### src/hw/rtl/rmf_pkg.sv
// ----------------------------------------------------------------------------
// rmf_pkg: shared types and constants of the RTSP message framer
// Item structs for the byte and verdict channels, verdict codes, limits and
// the character table used when matching the length header name.
// ----------------------------------------------------------------------------
package rmf_pkg;

    localparam logic [15:0] MAX_BUFFER_BYTES = 16'd65535;
    localparam logic [15:0] LEN_SAT          = 16'hFFFF;
    localparam logic [3:0]  TOKEN_LEN        = 4'd14;
    localparam logic [15:0] INTER_HDR_LEN    = 16'd4;

    localparam logic [7:0] CH_CR     = 8'h0D;
    localparam logic [7:0] CH_LF     = 8'h0A;
    localparam logic [7:0] CH_TAB    = 8'h09;
    localparam logic [7:0] CH_SPACE  = 8'h20;
    localparam logic [7:0] CH_COLON  = 8'h3A;
    localparam logic [7:0] CH_DOLLAR = 8'h24;
    localparam logic [7:0] CH_NUL    = 8'h00;
    localparam logic [7:0] CH_ZERO   = 8'h30;
    localparam logic [7:0] CH_NINE   = 8'h39;

    typedef enum logic [1:0] {
        ST_INCOMPLETE  = 2'd0,
        ST_REQUEST     = 2'd1,
        ST_INTERLEAVED = 2'd2,
        ST_MALFORMED   = 2'd3
    } status_t;

    typedef struct packed {
        logic [7:0] data_byte;
        logic       end_of_buffer;
    } byte_item_t;

    typedef struct packed {
        status_t     status;
        logic [15:0] header_len;
        logic [15:0] payload_len;
    } verdict_item_t;

    // handshake between the input stage and the scanner
    typedef struct packed {
        logic       take;
        byte_item_t item;
    } scan_req_t;

    // lower-case letters of the length header name, by position
    function automatic logic [7:0] token_char(input logic [3:0] idx);
        logic [7:0] c;
        case (idx)
            4'd0:    c = 8'h63; // c
            4'd1:    c = 8'h6F; // o
            4'd2:    c = 8'h6E; // n
            4'd3:    c = 8'h74; // t
            4'd4:    c = 8'h65; // e
            4'd5:    c = 8'h6E; // n
            4'd6:    c = 8'h74; // t
            4'd7:    c = 8'h2D; // -
            4'd8:    c = 8'h6C; // l
            4'd9:    c = 8'h65; // e
            4'd10:   c = 8'h6E; // n
            4'd11:   c = 8'h67; // g
            4'd12:   c = 8'h74; // t
            4'd13:   c = 8'h68; // h
            default: c = 8'hFF;
        endcase
        return c;
    endfunction

    function automatic logic [7:0] fold_case(input logic [7:0] b);
        logic [7:0] r;
        r = b;
        if (b >= 8'h41 && b <= 8'h5A)
        begin
            r = b + 8'd32;
        end
        return r;
    endfunction

endpackage

### src/hw/rtl/rtsp_message_framer.sv
// ----------------------------------------------------------------------------
// rtsp_message_framer: completeness check of an RTSP receive buffer
// Takes the bytes of a receive buffer one item per cycle, from its start, and
// gives one verdict item after the byte marked end_of_buffer: incomplete,
// request complete (header and payload lengths), interleaved frame complete
// (header 4, payload length) or malformed. Each byte passes from an input
// register through the scan state machine into a result register, and a new
// byte can be taken in every cycle; the verdict is loaded into the result
// register as its last byte leaves the input register. Only while a verdict
// waits under stall is a further end-of-buffer byte held back. The state
// restarts for a new buffer straight after each verdict. Buffers longer than
// MAX_BYTES (65535 by default) are reported as malformed.
// ----------------------------------------------------------------------------
module rtsp_message_framer #(
    parameter logic [15:0] MAX_BYTES = rmf_pkg::MAX_BUFFER_BYTES
) (
    input  logic                   clk,
    input  logic                   rst_n,
    input  logic                   byte_valid,
    output logic                   byte_stall,
    input  rmf_pkg::byte_item_t    byte_item,
    output logic                   verdict_valid,
    input  logic                   verdict_stall,
    output rmf_pkg::verdict_item_t verdict_item
);
    import rmf_pkg::*;

    logic          held_valid;
    byte_item_t    held_item;
    logic          out_busy;
    scan_req_t     req;
    logic          verdict_load;
    verdict_item_t verdict;

    rmf_in_stage u_in (
        .clk        (clk),
        .rst_n      (rst_n),
        .byte_valid (byte_valid),
        .byte_stall (byte_stall),
        .byte_item  (byte_item),
        .take       (req.take),
        .held_valid (held_valid),
        .held_item  (held_item)
    );

    // hold a closing byte while the previous verdict is still stalled
    assign req.take = held_valid && !(held_item.end_of_buffer && out_busy);
    assign req.item = held_item;

    rmf_scanner #(
        .MAX_BYTES (MAX_BYTES)
    ) u_scan (
        .clk          (clk),
        .rst_n        (rst_n),
        .req          (req),
        .verdict_load (verdict_load),
        .verdict      (verdict)
    );

    rmf_out_stage u_out (
        .clk           (clk),
        .rst_n         (rst_n),
        .load          (verdict_load),
        .load_item     (verdict),
        .verdict_valid (verdict_valid),
        .verdict_stall (verdict_stall),
        .verdict_item  (verdict_item),
        .busy          (out_busy)
    );

    a_stall_needs_item: assert property (@(posedge clk) disable iff (!rst_n)
        byte_stall |-> held_valid)
        else $error("input stalled with no held item");

    a_no_overwrite: assert property (@(posedge clk) disable iff (!rst_n)
        (verdict_valid && verdict_stall) |-> !verdict_load)
        else $error("verdict overwritten while stalled");

    a_empty_lengths: assert property (@(posedge clk) disable iff (!rst_n)
        (verdict_valid && (verdict_item.status == ST_INCOMPLETE ||
                           verdict_item.status == ST_MALFORMED))
        |-> (verdict_item.header_len == 16'd0 && verdict_item.payload_len == 16'd0))
        else $error("lengths set on a failed verdict");

    a_inter_header: assert property (@(posedge clk) disable iff (!rst_n)
        (verdict_valid && verdict_item.status == ST_INTERLEAVED)
        |-> verdict_item.header_len == INTER_HDR_LEN)
        else $error("interleaved header length not four");

endmodule

### src/hw/rtl/rmf_in_stage.sv
// ----------------------------------------------------------------------------
// rmf_in_stage: input register of the framer
// Holds one incoming byte item until the scanner takes it.
// ----------------------------------------------------------------------------
module rmf_in_stage (
    input  logic               clk,
    input  logic               rst_n,
    input  logic               byte_valid,
    output logic               byte_stall,
    input  rmf_pkg::byte_item_t byte_item,
    input  logic               take,
    output logic               held_valid,
    output rmf_pkg::byte_item_t held_item
);
    import rmf_pkg::*;

    logic       valid_reg;
    logic       valid_next;
    byte_item_t item_reg;
    logic       accept;

    // stall only while a held item cannot leave this cycle
    assign byte_stall = valid_reg && !take;
    assign accept     = byte_valid && !byte_stall;

    always_comb
    begin
        valid_next = valid_reg;
        if (accept)
        begin
            valid_next = 1'b1;
        end
        else if (take)
        begin
            valid_next = 1'b0;
        end
    end

    always_ff @(posedge clk or negedge rst_n)
    begin
        if (!rst_n)
        begin
            valid_reg <= 1'b0;
        end
        else
        begin
            valid_reg <= valid_next;
        end
    end

    always_ff @(posedge clk)
    begin
        if (accept)
        begin
            item_reg <= byte_item;
        end
    end

    assign held_valid = valid_reg;
    assign held_item  = item_reg;

endmodule

### src/hw/rtl/rmf_scanner.sv
// ----------------------------------------------------------------------------
// rmf_scanner: per-byte framing state machine
// Advances the scan state by one byte per take and forms the verdict on the
// byte that ends the buffer, then returns to the start of a fresh buffer.
// ----------------------------------------------------------------------------
module rmf_scanner #(
    parameter logic [15:0] MAX_BYTES = rmf_pkg::MAX_BUFFER_BYTES
) (
    input  logic                   clk,
    input  logic                   rst_n,
    input  rmf_pkg::scan_req_t     req,
    output logic                   verdict_load,
    output rmf_pkg::verdict_item_t verdict
);
    import rmf_pkg::*;

    typedef enum logic [10:0] {
        PH_START  = 11'b000_0000_0001,
        PH_LINE   = 11'b000_0000_0010,
        PH_TOKEN  = 11'b000_0000_0100,
        PH_SKIP   = 11'b000_0000_1000,
        PH_DIGITS = 11'b000_0001_0000,
        PH_REGION = 11'b000_0010_0000,
        PH_BODY   = 11'b000_0100_0000,
        PH_DONE   = 11'b000_1000_0000,
        PH_STOP   = 11'b001_0000_0000,
        PH_INTER  = 11'b010_0000_0000,
        PH_ERROR  = 11'b100_0000_0000
    } phase_t;

    phase_t      phase_reg,   phase_next;
    logic [15:0] pos_reg,     pos_next;
    logic [1:0]  term_reg,    term_next;
    logic [7:0]  first_reg,   first_next;
    logic [7:0]  second_reg,  second_next;
    logic [3:0]  tok_reg,     tok_next;
    logic        seen_reg,    seen_next;
    logic [15:0] decl_reg,    decl_next;
    logic [15:0] hdr_reg,     hdr_next;
    logic [15:0] body_reg,    body_next;

    logic [7:0]  b;
    logic        last;
    logic        is_eol;
    logic        is_digit;
    logic        do_line;
    logic        do_done;
    logic        do_body;
    logic        ends_now;
    logic        ends_after;
    logic [19:0] dec_acc;
    logic [16:0] body_inc;

    assign b        = req.item.data_byte;
    assign last     = req.take && req.item.end_of_buffer;
    assign is_eol   = (b == CH_CR) || (b == CH_LF);
    assign is_digit = (b >= CH_ZERO) && (b <= CH_NINE);
    assign ends_now = (term_reg == 2'd3) || (term_reg == 2'd2 && second_reg == first_reg);
    // decimal accumulate: times ten as two shifts
    assign dec_acc  = {1'b0, decl_reg, 3'b000} + {3'b000, decl_reg, 1'b0}
                      + {12'd0, b - CH_ZERO};

    always_comb
    begin
        phase_next  = phase_reg;
        pos_next    = pos_reg;
        term_next   = term_reg;
        first_next  = first_reg;
        second_next = second_reg;
        tok_next    = tok_reg;
        seen_next   = seen_reg;
        decl_next   = decl_reg;
        hdr_next    = hdr_reg;
        body_next   = body_reg;
        do_line     = 1'b0;
        do_done     = 1'b0;
        do_body     = 1'b0;
        body_inc    = 17'd0;

        if (req.take && phase_reg != PH_ERROR)
        begin
            if (pos_reg >= MAX_BYTES)
            begin
                phase_next = PH_ERROR;
            end
            else
            begin
                pos_next = pos_reg + 16'd1;
                case (phase_reg)
                    PH_START:
                    begin
                        if (b == CH_DOLLAR)
                        begin
                            phase_next = PH_INTER;
                        end
                        else if (is_eol || b == CH_NUL)
                        begin
                            phase_next = PH_ERROR;
                        end
                        else
                        begin
                            phase_next = PH_LINE;
                        end
                    end
                    PH_LINE:
                    begin
                        do_line = 1'b1;
                    end
                    PH_TOKEN:
                    begin
                        if (tok_reg < TOKEN_LEN && fold_case(b) == token_char(tok_reg))
                        begin
                            tok_next = tok_reg + 4'd1;
                            if (tok_reg + 4'd1 >= TOKEN_LEN)
                            begin
                                seen_next  = 1'b1;
                                phase_next = PH_SKIP;
                            end
                        end
                        else
                        begin
                            do_line = 1'b1;
                        end
                    end
                    PH_SKIP:
                    begin
                        if (b == CH_COLON || b == CH_SPACE)
                        begin
                            phase_next = PH_SKIP;
                        end
                        else if (is_digit)
                        begin
                            decl_next  = {8'd0, b - CH_ZERO};
                            phase_next = PH_DIGITS;
                        end
                        else
                        begin
                            phase_next = PH_ERROR;
                        end
                    end
                    PH_DIGITS:
                    begin
                        if (is_digit)
                        begin
                            decl_next = (dec_acc > {4'd0, LEN_SAT}) ? LEN_SAT : dec_acc[15:0];
                        end
                        else
                        begin
                            do_line = 1'b1;
                        end
                    end
                    PH_REGION:
                    begin
                        if (is_eol)
                        begin
                            if (term_reg != 2'd3)
                            begin
                                term_next = term_reg + 2'd1;
                            end
                            if (second_reg == CH_NUL)
                            begin
                                second_next = b;
                            end
                        end
                        else if (term_reg != 2'd3 && (b == CH_SPACE || b == CH_TAB))
                        begin
                            if (second_reg == CH_NUL)
                            begin
                                second_next = b;
                            end
                        end
                        else if (ends_now)
                        begin
                            hdr_next  = pos_reg;
                            body_next = 16'd0;
                            if (decl_reg == 16'd0)
                            begin
                                phase_next = PH_DONE;
                                do_done    = 1'b1;
                            end
                            else
                            begin
                                phase_next = PH_BODY;
                                do_body    = 1'b1;
                            end
                        end
                        else if (!seen_reg && fold_case(b) == token_char(4'd0))
                        begin
                            phase_next = PH_TOKEN;
                            tok_next   = 4'd1;
                        end
                        else if (b == CH_NUL)
                        begin
                            phase_next = PH_ERROR;
                        end
                        else
                        begin
                            phase_next = PH_LINE;
                        end
                    end
                    PH_BODY:
                    begin
                        do_body = 1'b1;
                    end
                    PH_DONE:
                    begin
                        do_done = 1'b1;
                    end
                    PH_INTER:
                    begin
                        if (pos_reg == 16'd2)
                        begin
                            decl_next = {b, 8'd0};
                        end
                        else if (pos_reg == 16'd3)
                        begin
                            decl_next = {decl_reg[15:8], b};
                        end
                    end
                    default:
                    begin
                        phase_next = phase_reg;
                    end
                endcase

                // byte inside a text line
                if (do_line)
                begin
                    if (is_eol)
                    begin
                        phase_next  = PH_REGION;
                        term_next   = 2'd1;
                        first_next  = b;
                        second_next = CH_NUL;
                    end
                    else if (b == CH_NUL)
                    begin
                        phase_next = PH_ERROR;
                    end
                    else
                    begin
                        phase_next = PH_LINE;
                    end
                end

                // count trailing NULs, stop on anything else
                if (do_done)
                begin
                    if (b == CH_NUL)
                    begin
                        if (body_next != LEN_SAT)
                        begin
                            body_next = body_next + 16'd1;
                        end
                    end
                    else
                    begin
                        phase_next = PH_STOP;
                    end
                end

                if (do_body)
                begin
                    body_inc  = {1'b0, body_next} + 17'd1;
                    body_next = body_inc[15:0];
                    if (body_inc >= {1'b0, decl_next})
                    begin
                        phase_next = PH_DONE;
                    end
                end
            end
        end
    end

    assign ends_after = (term_next == 2'd3) ||
                        (term_next == 2'd2 && second_next == first_next);

    always_comb
    begin
        verdict.status      = ST_INCOMPLETE;
        verdict.header_len  = 16'd0;
        verdict.payload_len = 16'd0;
        case (phase_next)
            PH_ERROR:
            begin
                verdict.status = ST_MALFORMED;
            end
            PH_DONE, PH_STOP:
            begin
                verdict.status      = ST_REQUEST;
                verdict.header_len  = hdr_next;
                verdict.payload_len = body_next;
            end
            PH_REGION:
            begin
                if (ends_after && decl_next == 16'd0)
                begin
                    verdict.status     = ST_REQUEST;
                    verdict.header_len = pos_next;
                end
            end
            PH_INTER:
            begin
                if (pos_next >= INTER_HDR_LEN && (pos_next - INTER_HDR_LEN) >= decl_next)
                begin
                    verdict.status      = ST_INTERLEAVED;
                    verdict.header_len  = INTER_HDR_LEN;
                    verdict.payload_len = decl_next;
                end
            end
            default:
            begin
                verdict.status = ST_INCOMPLETE;
            end
        endcase
    end

    assign verdict_load = last;

    // restart from a fresh buffer once the verdict is out
    always_ff @(posedge clk or negedge rst_n)
    begin
        if (!rst_n)
        begin
            phase_reg  <= PH_START;
            pos_reg    <= 16'd0;
            term_reg   <= 2'd0;
            first_reg  <= 8'd0;
            second_reg <= 8'd0;
            tok_reg    <= 4'd0;
            seen_reg   <= 1'b0;
            decl_reg   <= 16'd0;
            hdr_reg    <= 16'd0;
            body_reg   <= 16'd0;
        end
        else if (last)
        begin
            phase_reg  <= PH_START;
            pos_reg    <= 16'd0;
            term_reg   <= 2'd0;
            first_reg  <= 8'd0;
            second_reg <= 8'd0;
            tok_reg    <= 4'd0;
            seen_reg   <= 1'b0;
            decl_reg   <= 16'd0;
            hdr_reg    <= 16'd0;
            body_reg   <= 16'd0;
        end
        else
        begin
            phase_reg  <= phase_next;
            pos_reg    <= pos_next;
            term_reg   <= term_next;
            first_reg  <= first_next;
            second_reg <= second_next;
            tok_reg    <= tok_next;
            seen_reg   <= seen_next;
            decl_reg   <= decl_next;
            hdr_reg    <= hdr_next;
            body_reg   <= body_next;
        end
    end

endmodule

### src/hw/rtl/rmf_out_stage.sv
// ----------------------------------------------------------------------------
// rmf_out_stage: verdict result register
// Holds a verdict until the downstream side takes it.
// ----------------------------------------------------------------------------
module rmf_out_stage (
    input  logic                   clk,
    input  logic                   rst_n,
    input  logic                   load,
    input  rmf_pkg::verdict_item_t load_item,
    output logic                   verdict_valid,
    input  logic                   verdict_stall,
    output rmf_pkg::verdict_item_t verdict_item,
    output logic                   busy
);
    import rmf_pkg::*;

    logic          valid_reg;
    logic          valid_next;
    verdict_item_t item_reg;

    assign busy = valid_reg && verdict_stall;

    always_comb
    begin
        valid_next = valid_reg;
        if (load)
        begin
            valid_next = 1'b1;
        end
        else if (!verdict_stall)
        begin
            valid_next = 1'b0;
        end
    end

    always_ff @(posedge clk or negedge rst_n)
    begin
        if (!rst_n)
        begin
            valid_reg <= 1'b0;
        end
        else
        begin
            valid_reg <= valid_next;
        end
    end

    always_ff @(posedge clk)
    begin
        if (load)
        begin
            item_reg <= load_item;
        end
    end

    assign verdict_valid = valid_reg;
    assign verdict_item  = item_reg;

endmodule
### config.mk
export PLATFORM = sky130hd
export DESIGN_NAME = rtsp_message_framer
export DESIGN_NICKNAME = d
export VERILOG_FILES = /design/src/hw/rtl/rmf_pkg.sv /design/src/hw/rtl/rtsp_message_framer.sv /design/src/hw/rtl/rmf_in_stage.sv /design/src/hw/rtl/rmf_scanner.sv /design/src/hw/rtl/rmf_out_stage.sv
export SDC_FILE = /design/constraint.sdc
export NUM_CORES = 1
export LEC_CHECK = 0
export ABC_AREA = 1
export ABC_CLOCK_PERIOD_IN_PS = 11350
export BUFFER_PORTS_ARGS = -buffer_cell sky130_fd_sc_hd__buf_2
export CAP_MARGIN = 20
export CELL_PAD_IN_SITES_DETAIL_PLACEMENT = 1
export CELL_PAD_IN_SITES_GLOBAL_PLACEMENT = 1
export CORE_MARGIN = 8
export CORE_UTILIZATION = 50
export DETAILED_ROUTE_END_ITERATION = 10
export GPL_ROUTABILITY_DRIVEN = 0
export PLACE_DENSITY = 0.86
export SYNTH_ARGS = -nofsm -noshare
export SYNTH_HDL_FRONTEND = slang
export SYNTH_SLANG_ARGS = --single-unit
### constraint.sdc
create_clock -name clk -period 11.35 [get_ports clk]
set_input_delay 1.7025 -clock clk [delete_from_list [all_inputs] [get_ports clk]]
set_output_delay 1.7025 -clock clk [all_outputs]
set_load 0.01 [all_outputs]
---- Word-level counts from Yosys, hierarchy flattened ----
Memories as Yosys holds them, arrays and structs flattened.
Index checks and enable logic that the tools add are counted.
storage, ports and cells
  memories kept ........................... 1
  ROM bits ................................ 112
  bits in writable memories ............... 0
  logic and storage cells ................. 255
  bits in registers ....................... 143
  input bits .............................. 13
  bits in latches ......................... 0
memories
  name              words  bits a word  read ports  clocked after memory_dff  write ports  RTL line       source
  (name not given)  16     7            1           0                         0            rmf_pkg.sv:50  case (idx)
cells by class
  bitwise logic cells ..................... 0
  equal/unequal tests ..................... 40
  reduce and logical (&&, ||, !) cells .... 39
  shifts and indexed selects .............. 0
  mux-type cells .......................... 137
  multiply operators ...................... 0
  magnitude comparators ................... 11
  add/subtract/negate cells ............... 10
  div/mod/pow operators ................... 0
operators by type and width
  cell                     number
  $mux W16                 35
  $mux W8                  29
  $mux W11                 20
  $pmux W16 S3             2
  $pmux W11 S4             1
  $mux W34                 1
  $add A16 B1 Y16 const B  2
  $eq A16 B2 Y1 const B    2
  $logic_not A16 Y1        2
  $mux W4                  8
  $pmux W16 S2             1
  $mux W1                  26
  $eq A8 B4 Y1 const B     3
  $eq A8 B6 Y1 const B     3
  $eq A8 B8 Y1             3
  $eq A11 B10 Y1 const B   2
  $eq A11 B6 Y1 const B    2
  $eq A11 B8 Y1 const B    2
  $add A19 B17 Y20         1
  $add A20 B8 Y20          1
  $gt A20 B16 Y1 const B   1
  $add A16 B1 Y17 const B  1
  $ge A17 B16 Y1           1
  $mux W17                 1
  44 further kinds         87

---- Depth between registers and ports, before layout ----
Gate-level depths: netlist of run 1.
  word-level depth ........................ 26
  depth in mapped cells ................... 54

---- By module ----
Synthesis of run 1 repeated with hierarchy kept, for this count alone.
unflattened totals
  cells, all modules ...................... 1817
  area total of the unflattened synthesis .. 12522.0 sq um
modules (own cells, without submodules)
  module               area an instance (sq um)  cells each  times used
  rmf_scanner          11120.7                   1760        1
  rmf_out_stage        1061.0                    39          1
  rmf_in_stage         327.8                     16          1
  rtsp_message_framer  12.5                      2           1

---- Worst setup path before layout of run 1 ----
No wires, ideal clock.
  path kind ............................... register to register
  from .................................... reg u_in.item_reg, in the netlist u_in.held_item[6]
  to ...................................... reg u_out.item_reg, in the netlist u_out.verdict_item[26], data pin
  period minus slack after synthesis ...... 5776 ps
  arrival ................................. 5506 ps
  cell stages (with the launch flop) ...... 44
  slack ................................... 5574 ps
  cells stage by stage .................... edfxtp_1 > ha_1 > nand2_1 > nand2_1 > xor2_1 > fa_1 > inv_1 > ha_1 > a21oi_1 > o21ai_0 > a21oi_1 > o21ai_1 > nand2_1 > nor2_1 > nor2_1 > xnor2_1 > nor2_1 > nand2_1 > [8 not listed] > a21oi_1 > o21bai_1 > a21oi_1 > o21ai_0 > nand2_1 > nand3_1 > nand2_1 > a221oi_1 > nand2_1 > nand2_2 > nand2_1 > nand2_1 > nand2_2 > nand4_1 > nand2_2 > buf_6 > nand2_1 > o21ai_2
RTL lines
  element                   RTL line             source
  start: declaration        rmf_in_stage.sv:19   byte_item_t item_reg;
  start signal: assignment  rmf_in_stage.sv:55   item_reg <= byte_item;
  end signal: assignment    rmf_out_stage.sv:52  item_reg <= load_item;
  end: declaration          rmf_out_stage.sv:19  verdict_item_t item_reg;

==> summary.txt, run 1 <==
Power and ir drop
  • Leak Pwr: about 6.8 nW
  • Tot Pwr: 2.72 mW
  • Power density cells: slightly above 200 nW/um^2
  • Peak supply drop: roughly 0.11 mV

Yosys
  • Synth Warn #: 0
  • Most common cell in the netlist: nand2_1
  • Avg Inst Size Synth: 7.14 sq um
  • Complex-gate fraction of the synthesized area: 0.133
  • Async SR Flop Fraction: 0.699
  • Synth area leaders: dfrtp_1 20%, nand2_1 12%, edfxtp_1 10%, ha_1 7.9%, inv_1 7.6%
  • Xor and xnor area share after synthesis: 0.0450
  • Mapped Area: approximately 12000 sq um
  • Largest family of logic cells by synthesized area: simple AND/OR/NAND/NOR gates
  • #FFs+latches synth: around 140
  • Post-synth top area cell: dfrtp_1
  • Syn nets: around 1800
  • Synth top area share: 0.201
  • Adder-cell area share of the yosys netlist: 0.0889
  • Post-synth EDFFs: 43
  • Mapped Cells: ~1700
  • Synth top cells by count: 381 x nand2_1, 249 x inv_1, 210 x nor2_1
  • Mux cell area share after synthesis: 0
  • Post-synth top flop: dfrtp_1
  • Synth cell types: slightly above 60
  • Synth Area in Simple Gates: 0.319
  • Post-synthesis sequential area ratio: 0.308

GRT
  • Final global-route overflow total: 0
  • Initial antenna violation count: 0
  • Total Routing Usage GR: 0.279
  • Largest net degree at the start of global routing: 66
  • Vias in the first global route: approximately 13000
  • First-pass GRT wire length: between 60 and 70 mm

Setup path
  • Depth of the worst register-to-register path: 48
  • Critical path's slowest cell: nand2_2
  • Reg2reg end: u_out.verdict_item[5]
  • CP max stage delay: about 0.57 ns
  • Worst reg2reg setup slack: roughly 3.7 ns
  • Critical path capture point: u_out.verdict_item[5]
  • Crit path DAT: roughly 8 ns
  • CP startpoint: u_in.held_item[5]
  • Crit-path max FO: 32
  • Worst setup SP type: flip-flop
  • Critical Path End Type: flip-flop
  • Most frequent CP cell: nand2_1
  • WS Path Type: reg -> reg
  • RR Startpoint: u_in.held_item[5]
  • Required time of the critical path: approximately 12 ns

Clock network
  • Number of gates resized after CTS: 0
  • Worst-Skew Late Latency: between 0.4 and 0.5 ns
  • Postcts setup bufs: 0
  • CTS Buf Count: 17
  • Clock sinks: roughly 140
  • Clock Path Buffers: 2
  • CTS tree: built
  • Worst-path clk slew: ~0.070 ns
  • CTS H-Tree Depth: 4
  • Hold_buf cts: 0
  • CTS Root Buffer Type: clkbuf_16

Cells and area
  • Largest register FFs: 34
  • Multi-input logic area: around 7200 sq um
  • Layout cell share with drive strength beyond 1: 0.119
  • Design area: between 10000 and 15000 sq um
  • Final Util: 0.552
  • Seq. cell area: 3790 sq um
  • Final non-filler cell total: 2093
  • Fillers: 3192
  • Antenna cell count: 0
  • Final nets: 1853
  • Area growth from synthesis to layout: 8.49%

Floorplanning
  • Die Wd: around 170 microns
  • Area of the core: about 24000 sq um
  • Die Ht: approximately 170 microns
  • Die Area: between 20000 and 30000 sq um
  • Row cnt: 57
  • Starting density of the core: 0.508
  • Ports: 49

STA
  • TNS Setup: 0 ns
  • Hold_ws: 0.531 ns
  • Final Hold Viols: 0
  • Final Max Slew Viols: 0
  • Slew @ Worst Pin: roughly 1.0 ns
  • Worst Setup Slack, final: 3.66 ns
  • Slew HR: 0.305
  • Clock period minus worst slack: 7.69 ns
  • Final worst path period share: 0.677
  • Final clock skew: roughly 0.017 ns
  • Unrepaired setup endpoints after global routing: no
  • Achievable clock frequency: ~0.13 GHz
  • Setup-failing EPs final: 0

Flow run
  • Maximum Capacitance Violations: 0

Placed design
  • Dpl cell area: between 10000 and 15000 sq um
  • HPWL after DPL: about 30 mm
  • DP Cell Count: 2061
  • Pre-CTS WS: roughly 3.9 ns
  • Port Buf Inserts: 48

Detailed routing
  • Pre-Repair DR Iteration Count: 5
  • Drt via density: 5.80
  • Avg WL per Cell: 20.0 microns
  • Met1 wire length: approximately 17 mm
  • Antenna Nets Post-Route: 0
  • Top routing layer used: met4
  • DR DRC count: 0
  • Initial drt markers: around 900
  • DR WL met2: 20.9 mm
  • Vias: about 12000
  • Routed wl met3: ~2.1 mm
  • Routed Wire Length: between 40 and 50 mm

Run status
  • Status: finished, final reports clean

Hold path
  • Hold Crit Class: reg -> reg
[metal layers]
| metal | GRT usage | up-vias |
|---|---|---|
| met5 | 0 | - |
| met4 | 0.128 | 0 |
| met3 | 0.0440 | 102 |
| met2 | 0.485 | 369 |
| met1 | 0.335 | 5980 |
| li1 | - | 5690 |
[cells in the final DEF (no fill, tap or decap), drive strengths merged, types with 2 or more instances in the layout]
cell type    n
nand3       93
o21ai      152
a31oi        4
inv        277
and2         2
clkbuf      17
a21o         6
a21oi       61
clkinv       5
xor2        43
dfrtp       99
nor4        12
o211ai      12
o21bai       4
o22ai        3
nand2      412
ha          78
o31ai        4
o21a         6
nand4       37
buf         57
xnor2       16
a221oi      18
o41ai        2
nor2       233
or2          4
fa           6
bufinv       2
edfxtp      43
nand3b      15
nor3        35
o2111ai      3
[logic make-up after synthesis]
logic type	after synthesis
XOR/XNOR	59
buffers and inverters	317
adder cells (fa/ha/maj)	84
AO/OA/AOI/OAI	280
flip-flops	143
AND/OR/NAND/NOR	844
[worst max-delay path, delay by kind of cell, from the launching register on]
kind / cells / cell delay [ns]
and+or+nand+nor: 30 / 3.86
buffers and inverters: 8 / 0.97
adders and majority gates: 4 / 0.94
xor gates and xnor gates: 2 / 0.61
AOI/OAI and AO/OA: 4 / 0.58
DFF: 1 / 0.55
[layout make-up]
cell class / instances / share of cell area
clock buffer: 17 / 0.0318
clock inverter: 15 / 0.0141
inverter: 270 / 0.0765
multi-input combinational: 1267 / 0.540
sequential: 143 / 0.284
tap: 324 / 0.0303
timing repair buffer: 57 / 0.0232
[where the power goes]
part	switching [mW]	leakage (nW)	internal (mW)
Combinational	0.944	4.68	0.477
Sequential	0.0972	1.77	0.587
Clock	0.279	0.302	0.336
[worst min-delay path by stage]
stage / slack, ns / from / depth (start not counted) / endpoint
floorplan: 0.49 / u_scan.first_reg[7] / 2 / u_scan.first_reg[7]
global placement: 0.51 / u_scan.seen_reg / 2 / u_scan.seen_reg
detailed placement: 0.52 / u_scan.first_reg[7] / 2 / u_scan.first_reg[7]
CTS: 0.53 / u_scan.first_reg[7] / 2 / u_scan.first_reg[7]
global route: 0.57 / u_scan.first_reg[7] / 2 / u_scan.first_reg[7]
finish: 0.53 / u_scan.first_reg[7] / 2 / u_scan.first_reg[7]
(Power assumes the default switching activity.)
==> run 2, diff against run 1 <==
--- a/config.mk
+++ b/config.mk
@@ -5,17 +5,17 @@
 export SDC_FILE = /design/constraint.sdc
 export NUM_CORES = 1
 export LEC_CHECK = 0
-export ABC_AREA = 1
-export ABC_CLOCK_PERIOD_IN_PS = 11350
+export ABC_AREA = 0
+export ABC_CLOCK_PERIOD_IN_PS = 7600
 export BUFFER_PORTS_ARGS = -buffer_cell sky130_fd_sc_hd__buf_2
 export CAP_MARGIN = 20
 export CELL_PAD_IN_SITES_DETAIL_PLACEMENT = 1
 export CELL_PAD_IN_SITES_GLOBAL_PLACEMENT = 1
 export CORE_MARGIN = 8
-export CORE_UTILIZATION = 50
+export CORE_UTILIZATION = 49
 export DETAILED_ROUTE_END_ITERATION = 10
 export GPL_ROUTABILITY_DRIVEN = 0
-export PLACE_DENSITY = 0.86
+export PLACE_DENSITY = 0.81
 export SYNTH_ARGS = -nofsm -noshare
 export SYNTH_HDL_FRONTEND = slang
 export SYNTH_SLANG_ARGS = --single-unit
==> constraint.sdc (replaced) <==
create_clock -name clk -period 7.6 [get_ports clk]
set_input_delay 1.14 -clock clk [delete_from_list [all_inputs] [get_ports clk]]
set_output_delay 1.14 -clock clk [all_outputs]
set_load 0.01 [all_outputs]
==> summary.txt, run 2 <==
Placed design
  • HPWL after DPL: 32.7 mm (+8.6%)
  • Port Buf Inserts: 48 (unchanged)

STA
  • Final Hold Viols: 0 (unchanged)
  • Final Max Slew Viols: 0 (unchanged)
  • Final clock skew: 0.0190 ns (+0.00153 ns)
  • Clock period minus worst slack: 7.46 ns (-0.231 ns)
  • TNS Setup: 0 ns (unchanged)
  • Achievable clock frequency: 0.134 GHz (+3.1%)
  • Final worst path period share: 0.981 (+0.304)
  • Setup-failing EPs final: 0 (unchanged)
  • Slew HR: 0.286 (-0.0185)
  • Slew @ Worst Pin: 1.07 ns (+0.0277 ns)

Cells and area
  • Layout cell share with drive strength beyond 1: 0.161 (+0.0428)
  • Area growth from synthesis to layout: 15.7%
  • Most common cell after layout, fill and taps aside: nor2_1
  • Final Util: 0.573 (+0.0211)
  • Largest register FFs: 34 (unchanged)
  • Final nets: 1589 (-14%)
  • Most frequent cells in the layout: 187 x nor2_1, 99 x dfrtp_1, 98 x nand2_1
  • Fillers: 2904 (-9.0%)

Detailed routing
  • Avg WL per Cell: 25.2 microns (+26%)
  • Vias: 12300 (+1.5%)
  • Initial drt markers: 1320 (+46%)
  • DR DRC count: 0 (unchanged)
  • Pre-Repair DR Iteration Count: 8 (+3)
  • Antenna Nets Post-Route: 0 (unchanged)
  • Drt via density: 6.73 (+16%)
  • Routed Wire Length: 46.2 mm (+10%)

Clock network
  • CTS tree: built
  • CTS Root Buffer Type: clkbuf_16
  • CTS H-Tree Depth: 4 (unchanged)
  • Worst-Skew Late Latency: 0.44 ns (about the same)
  • Worst-path clk slew: 0.07 ns (about the same)
  • Clock Path Buffers: 2 (unchanged)
  • Clock sinks: 143 (unchanged)
  • Hold_buf cts: 0 (unchanged)
  • CTS Buf Count: 17 (unchanged)

Yosys
  • Post-synth top flop: dfrtp_1
  • Synth top area share: 0.208 (+0.00668)
  • Most common cell in the netlist: nor2_1
  • Post-synthesis sequential area ratio: 0.318 (+0.0102)
  • Synth Warn #: 0 (unchanged)
  • #FFs+latches synth: 143 (unchanged)
  • Post-synth top area cell: dfrtp_1
  • Mapped Cells: 1411 (-18%)
  • Synth cell types: 91 (+49%)
  • Avg Inst Size Synth: 8.46 sq um (+18%)
  • Async SR Flop Fraction: 0.699 (unchanged)
  • Synth top cells by count: 188 x nor2_1, 99 x dfrtp_1, 98 x nand2_1
  • Mapped Area: 11900 sq um (-3.2%)
  • Post-synth EDFFs: 43 (unchanged)
  • Syn nets: 1508 (-17%)
  • Synth area leaders: dfrtp_1 21%, edfxtp_1 11%, ha_1 8.2%, nor2_1 5.9%, xnor2_1 3.9%

Setup path
  • CP top delay family: simple AND/OR/NAND/NOR gates
  • Worst reg2reg setup slack: 0.14 ns (-3.52 ns)
  • Required time of the critical path: 7.87 ns (-3.79 ns)
  • Most frequent CP cell: buf_4
  • Critical Path End Type: flip-flop
  • Reg2reg end: u_out.verdict_item[4]
  • Depth of the worst register-to-register path: 32 (-33%)
  • RR Startpoint: u_in.held_item[1]
  • Crit path DAT: 7.73 ns (-0.27 ns)
  • Crit-path max FO: 8 (-75%)
  • CP max stage delay: 0.54 ns (-0.03 ns)
  • Bufs and invs on worst path: 4 (-4)
  • Worst setup SP type: flip-flop
  • WS Path Type: reg -> reg
  • Critical path's slowest cell: or4_4

Floorplanning
  • Die Wd: 172 microns (-0.57%)
  • Die Area: 29600 sq um (-1.1%)
  • Ports: 49 (unchanged)
  • Die Ht: 172 microns (-0.57%)
  • Area of the core: 24100 sq um (-0.59%)
  • Starting density of the core: 0.495 (-0.0134)
  • Row cnt: 57 (unchanged)

GRT
  • Initial antenna violation count: 0 (unchanged)
  • Largest net degree at the start of global routing: 84 (+27%)
  • Total Routing Usage GR: 0.305 (+0.0261)
  • Vias in the first global route: 12500 (-2.6%)
  • Final global-route overflow total: 0 (unchanged)
  • First-pass GRT wire length: 70.2 mm (+3.0%)

Hold path
  • Hold Crit Class: reg -> reg
  • Hold depth: 2 (unchanged)
  • HP Start: u_scan.seen_reg
  • Hold Path End: u_scan.seen_reg

Flow run
  • Maximum Capacitance Violations: 0 (unchanged)

Power and ir drop
  • Power density cells: 177 nW/um^2 (-13%)
  • Peak supply drop: 0.137 mV (+26%)
  • Leak Pwr: 5.83 nW (-14%)

Run status
  • Status: finished, final reports clean
## run 2: how the worst max path moves through the flow
stage                       from                endpoint  slack [ns]  cells past startpoint
6_report       u_in.held_item[1]   u_out.verdict_item[4]        0.14                     32
5_1_grt        u_in.held_item[1]   u_out.verdict_item[9]       -0.19                     32
4_1_cts        u_in.held_item[7]  u_out.verdict_item[18]        0.03                     34
3_5_place_dp   u_in.held_item[2]  u_out.verdict_item[18]       -0.05                     30
3_3_place_gp   u_in.held_item[7]  u_out.verdict_item[20]        0.23                     34
2_1_floorplan  u_in.held_item[5]  u_out.verdict_item[18]        0.04                     35
## run 2: final cells by class
cell class,count,area (sq um),share of cell area
multi-input combinational,1143,7900,0.572
clock buffer,17,425,0.0308
inverter,59,224,0.0162
tap,324,405,0.0294
timing repair buffer,128,863,0.0625
clock inverter,15,191,0.0139
antenna,2,5.00,0.000362
sequential,143,3790,0.275
## run 2: routing by layer
metal  routed length (microns)  global-route usage  up-vias
li1                          -                   -     5407
met1                     18600               0.377     6136
met2                     21800               0.497      593
met3                      3350              0.0596      183
met4                      2450               0.167        0
met5                         0                   0        -
## run 2: worst reg2reg max path: cells and delay by family (launching register included)
kind	cells	cell delay, ns
AOI/OAI and AO/OA	10	2.33
xor gates and xnor gates	1	0.14
adders and majority gates	3	0.69
buffers and inverters	4	0.69
DFF	1	0.48
muxes	1	0.27
and+or+nand+nor	13	2.69
## run 2: per-stage QoR
step	hold WS, ns	setup WS (ns)	instance area, sq um	instances	total power, mW
2_1_floorplan	0.464	0.0429	11900	1411	1.27
3_3_place_gp	0.477	0.234	12800	1774	1.43
3_5_place_dp	0.493	-0.0500	12800	1774	1.46
4_1_cts	0.512	0.0253	13400	1806	2.38
5_1_grt	0.539	-0.186	13800	1829	2.54
6_report	0.523	0.142	13800	1831	2.45
## run 2: power by group
| group | total (mW) | internal [mW] | switching (mW) |
|---|---|---|---|
| clock network | 0.919 | 0.502 | 0.417 |
| logic | 0.675 | 0.242 | 0.433 |
| registers | 0.856 | 0.822 | 0.0335 |
## run 2: cell families (layout without fill, tap and decap cells)
family | count (synthesis) | in the layout | share of synthesized area
simple gates | 589 | 591 | 0.262
compound gates | 356 | 356 | 0.200
flops | 143 | 143 | 0.318
buf+inv | 127 | 219 | 0.0425
xor+xnor | 87 | 87 | 0.0639
fa+ha+maj | 84 | 84 | 0.0919
mux | 25 | 25 | 0.0213
other cells | 0 | 2 | 0
## run 2: timing repair
| action | in CTS | in global routing |
|---|---|---|
| cloned | 0 | 2 |
| endpoints found under the setup margin | 34 | 34 |
| resized for setup | 5 | 41 |
| buffers inserted | 0 | 21 |
| pin swaps | 0 | 18 |
==> run 3, diff against run 2 <==
--- a/config.mk
+++ b/config.mk
@@ -6,16 +6,17 @@
 export NUM_CORES = 1
 export LEC_CHECK = 0
 export ABC_AREA = 0
-export ABC_CLOCK_PERIOD_IN_PS = 7600
+export ABC_CLOCK_PERIOD_IN_PS = 8600
 export BUFFER_PORTS_ARGS = -buffer_cell sky130_fd_sc_hd__buf_2
 export CAP_MARGIN = 20
 export CELL_PAD_IN_SITES_DETAIL_PLACEMENT = 1
 export CELL_PAD_IN_SITES_GLOBAL_PLACEMENT = 1
 export CORE_MARGIN = 8
-export CORE_UTILIZATION = 49
+export CORE_UTILIZATION = 52
 export DETAILED_ROUTE_END_ITERATION = 10
 export GPL_ROUTABILITY_DRIVEN = 0
-export PLACE_DENSITY = 0.81
+export PLACE_DENSITY = 0.86
+export REMOVE_ABC_BUFFERS = 1
 export SYNTH_ARGS = -nofsm -noshare
 export SYNTH_HDL_FRONTEND = slang
 export SYNTH_SLANG_ARGS = --single-unit
==> constraint.sdc (replaced) <==
create_clock -name clk -period 8.6 [get_ports clk]
set_input_delay 1.29 -clock clk [delete_from_list [all_inputs] [get_ports clk]]
set_output_delay 1.29 -clock clk [all_outputs]
set_load 0.01 [all_outputs]
==> summary.txt, run 3 (synthesized netlist as in run 2, its figures left out) <==
STA
  • Final clock skew: 0.0133 ns (-0.00571 ns)
  • Achievable clock frequency: 0.122 GHz (-9.2%)
  • Slew HR: 0.338 (+0.0514)
  • Hold_ws: 0.534 ns (+0.0110 ns)
  • Worst Setup Slack, final: 0.387 ns (+0.245 ns)
  • Final Hold Viols: 0 (unchanged)
  • Clock period minus worst slack: 8.21 ns (+0.755 ns)
  • Setup-failing EPs final: 0 (unchanged)
  • Final Max Slew Viols: 0 (unchanged)
  • Slew @ Worst Pin: 0.991 ns (-0.0769 ns)
  • Unrepaired setup endpoints after global routing: yes
  • Final worst path period share: 0.955 (-0.0263)

Setup path
  • Crit path depth: 33 (+3.1%)
  • Depth of the worst register-to-register path: 33 (+3.1%)
  • Required time of the critical path: 8.80 ns (+0.93 ns)
  • Worst reg2reg setup slack: 0.39 ns (+0.24 ns)
  • Critical path capture point: u_out.verdict_item[12]
  • Most frequent CP cell: buf_4
  • Critical path's slowest cell: nor4b_2
  • CP max stage delay: 0.50 ns (-0.04 ns)
  • Critical Path End Type: flip-flop
  • RR Startpoint: u_scan.phase_reg[10]
  • WS Path Type: reg -> reg
  • Worst setup SP type: flip-flop
  • CP top delay family: simple AND/OR/NAND/NOR gates
  • Bufs and invs on worst path: 5 (+1)
  • Crit path DAT: 8.42 ns (+0.69 ns)
  • Reg2reg end: u_out.verdict_item[12]
  • CP startpoint: u_scan.phase_reg[10]
  • Crit-path max FO: 33 (+25)

Cells and area
  • Fillers: 2728 (-6.1%)
  • Layout cell share with drive strength beyond 1: 0.115 (-0.0462)
  • Most common cell after layout, fill and taps aside: nor2_1
  • Largest register FFs: 34 (unchanged)
  • Area growth from synthesis to layout: 10.5%
  • Final nets: 1542 (-3.0%)
  • Design area: 13200 sq um (-4.5%)
  • Most frequent cells in the layout: 188 x nor2_1, 99 x dfrtp_1, 98 x nand2_1
  • Multi-input logic area: 7680 sq um (-2.7%)
  • Antenna cell count: 0 (-2)
  • Seq. cell area: 3790 sq um (unchanged)

GRT
  • Largest net degree at the start of global routing: 76 (-9.5%)
  • Initial antenna violation count: 0 (unchanged)
  • Final global-route overflow total: 0 (unchanged)
  • First-pass GRT wire length: 68.6 mm (-2.2%)
  • Vias in the first global route: 12300 (-1.6%)
  • Total Routing Usage GR: 0.306 (+0.000905)

Power and ir drop
  • Register share of total power: 0.365 (+0.016)
  • Switching pwr: 777 uW (-12%)
  • Clk pwr share: 0.376 (about the same)
  • Int Power: 1.31 mW (-16%)
  • Power density cells: 158 nW/um^2 (-11%)
  • Tot Pwr: 2.09 mW (-15%)
  • Peak supply drop: 0.147 mV (+7.7%)
  • Leak Pwr: 5.59 nW (-4.2%)
  • Switching part of the total: 0.372 (+0.0116)
  • Combinational share of power: 0.259 (-0.017)

Detailed routing
  • Antenna Nets Post-Route: 0 (unchanged)
  • Initial drt markers: 1076 (-18%)
  • Vias: 11900 (-3.1%)
  • Avg WL per Cell: 24.9 microns (-1.1%)
  • DR DRC count: 0 (unchanged)
  • Routed Wire Length: 43.5 mm (-5.9%)
  • Pre-Repair DR Iteration Count: 6 (-2)
  • Drt via density: 6.85 (+1.8%)

Floorplanning
  • Starting density of the core: 0.529 (+0.0336)
  • Ports: 49 (unchanged)
  • Area of the core: 22600 sq um (-6.4%)
  • Die Area: 28100 sq um (-5.2%)
  • Die Ht: 167 microns (-2.7%)
  • Row cnt: 55 (-3.5%)
  • Die Wd: 167 microns (-2.7%)

Clock network
  • Clock sinks: 143 (unchanged)
  • Clock Path Buffers: 2 (unchanged)
  • Hold_buf cts: 0 (unchanged)
  • CTS Buf Count: 17 (unchanged)
  • Worst-Skew Late Latency: 0.45 ns (about the same)
  • CTS Root Buffer Type: clkbuf_16
  • CTS tree: built
  • CTS H-Tree Depth: 4 (unchanged)
  • Worst-path clk slew: 0.08 ns (about the same)

Hold path
  • Hold depth: 1 (-1)
  • Hold Crit Class: reg -> reg

Placed design
  • Pre-CTS WS: 0.347 ns (+0.397 ns)
  • HPWL after DPL: 31.6 mm (-3.2%)
  • Port Buf Inserts: 48 (unchanged)
  • Dpl cell area: 12500 sq um (-1.9%)

Run status
  • Status: finished, final reports clean

Flow run
  • Maximum Capacitance Violations: 0 (unchanged)
## run 3: cell count changes in the layout (fill, tap and decap cells not counted), sizes merged
| cell | previous run | this run |
|---|---|---|
| buf | 128 | 83 |
| clkinv | 3 | 8 |
| nand4 | 30 | 28 |
| clkinvlp | 2 | 1 |
| diode | 2 | 0 |
| bufinv | 2 | 0 |
| inv | 67 | 65 |
## run 3: area by class of cell
class                           instances  share of cell area
Sequential cell                       143               0.288
Inverter                               59              0.0170
Clock buffer                           17              0.0323
Tap cell                              285              0.0271
Timing Repair Buffer                   83              0.0383
Clock inverter                         15              0.0146
Multi-Input combinational cell       1141               0.583
## run 3: worst min-delay path by stage
stage,start,to,slack [ns]
final,u_scan.first_reg[7],u_scan.first_reg[7],0.53
after global routing,u_scan.first_reg[6],u_scan.first_reg[6],0.55
after CTS,u_scan.seen_reg,u_scan.seen_reg,0.53
after detailed placement,u_scan.seen_reg,u_scan.seen_reg,0.50
after global placement,u_scan.seen_reg,u_scan.seen_reg,0.48
after floorplan,u_scan.seen_reg,u_scan.seen_reg,0.46
## run 3: through the flow
stage          cells   util  setup TNS [ns]
2_1_floorplan   1343      -               0
6_report        1743  0.584               0
5_1_grt         1743  0.584         -0.0227
3_3_place_gp    1711  0.555               0
4_1_cts         1743  0.582               0
3_5_place_dp    1711  0.555               0
## run 3: per-layer routing
layer	routed length, microns	track usage	part of all wire	vias up
li1	-	-	-	5290
met1	17600	0.374	0.41	5935
met2	21000	0.518	0.48	560
met3	2950	0.0475	0.068	154
met4	1880	0.154	0.043	0
met5	0	0	0	-
## run 3: timing repair
action	4_1_cts	5_1_grt
endpoints found under the setup margin	0	34
gates resized for setup	0	8
buffers inserted	0	0
hold endpoints to repair	0	0
## run 3: power groups by stage
stage / logic [mW] / clock network [mW] / registers (mW)
2_1_floorplan: 0.338 / 0 / 0.770
5_1_grt: 0.579 / 0.809 / 0.765
3_3_place_gp: 0.486 / 0 / 0.770
6_report: 0.540 / 0.786 / 0.762
4_1_cts: 0.530 / 0.788 / 0.759
3_5_place_dp: 0.510 / 0 / 0.772
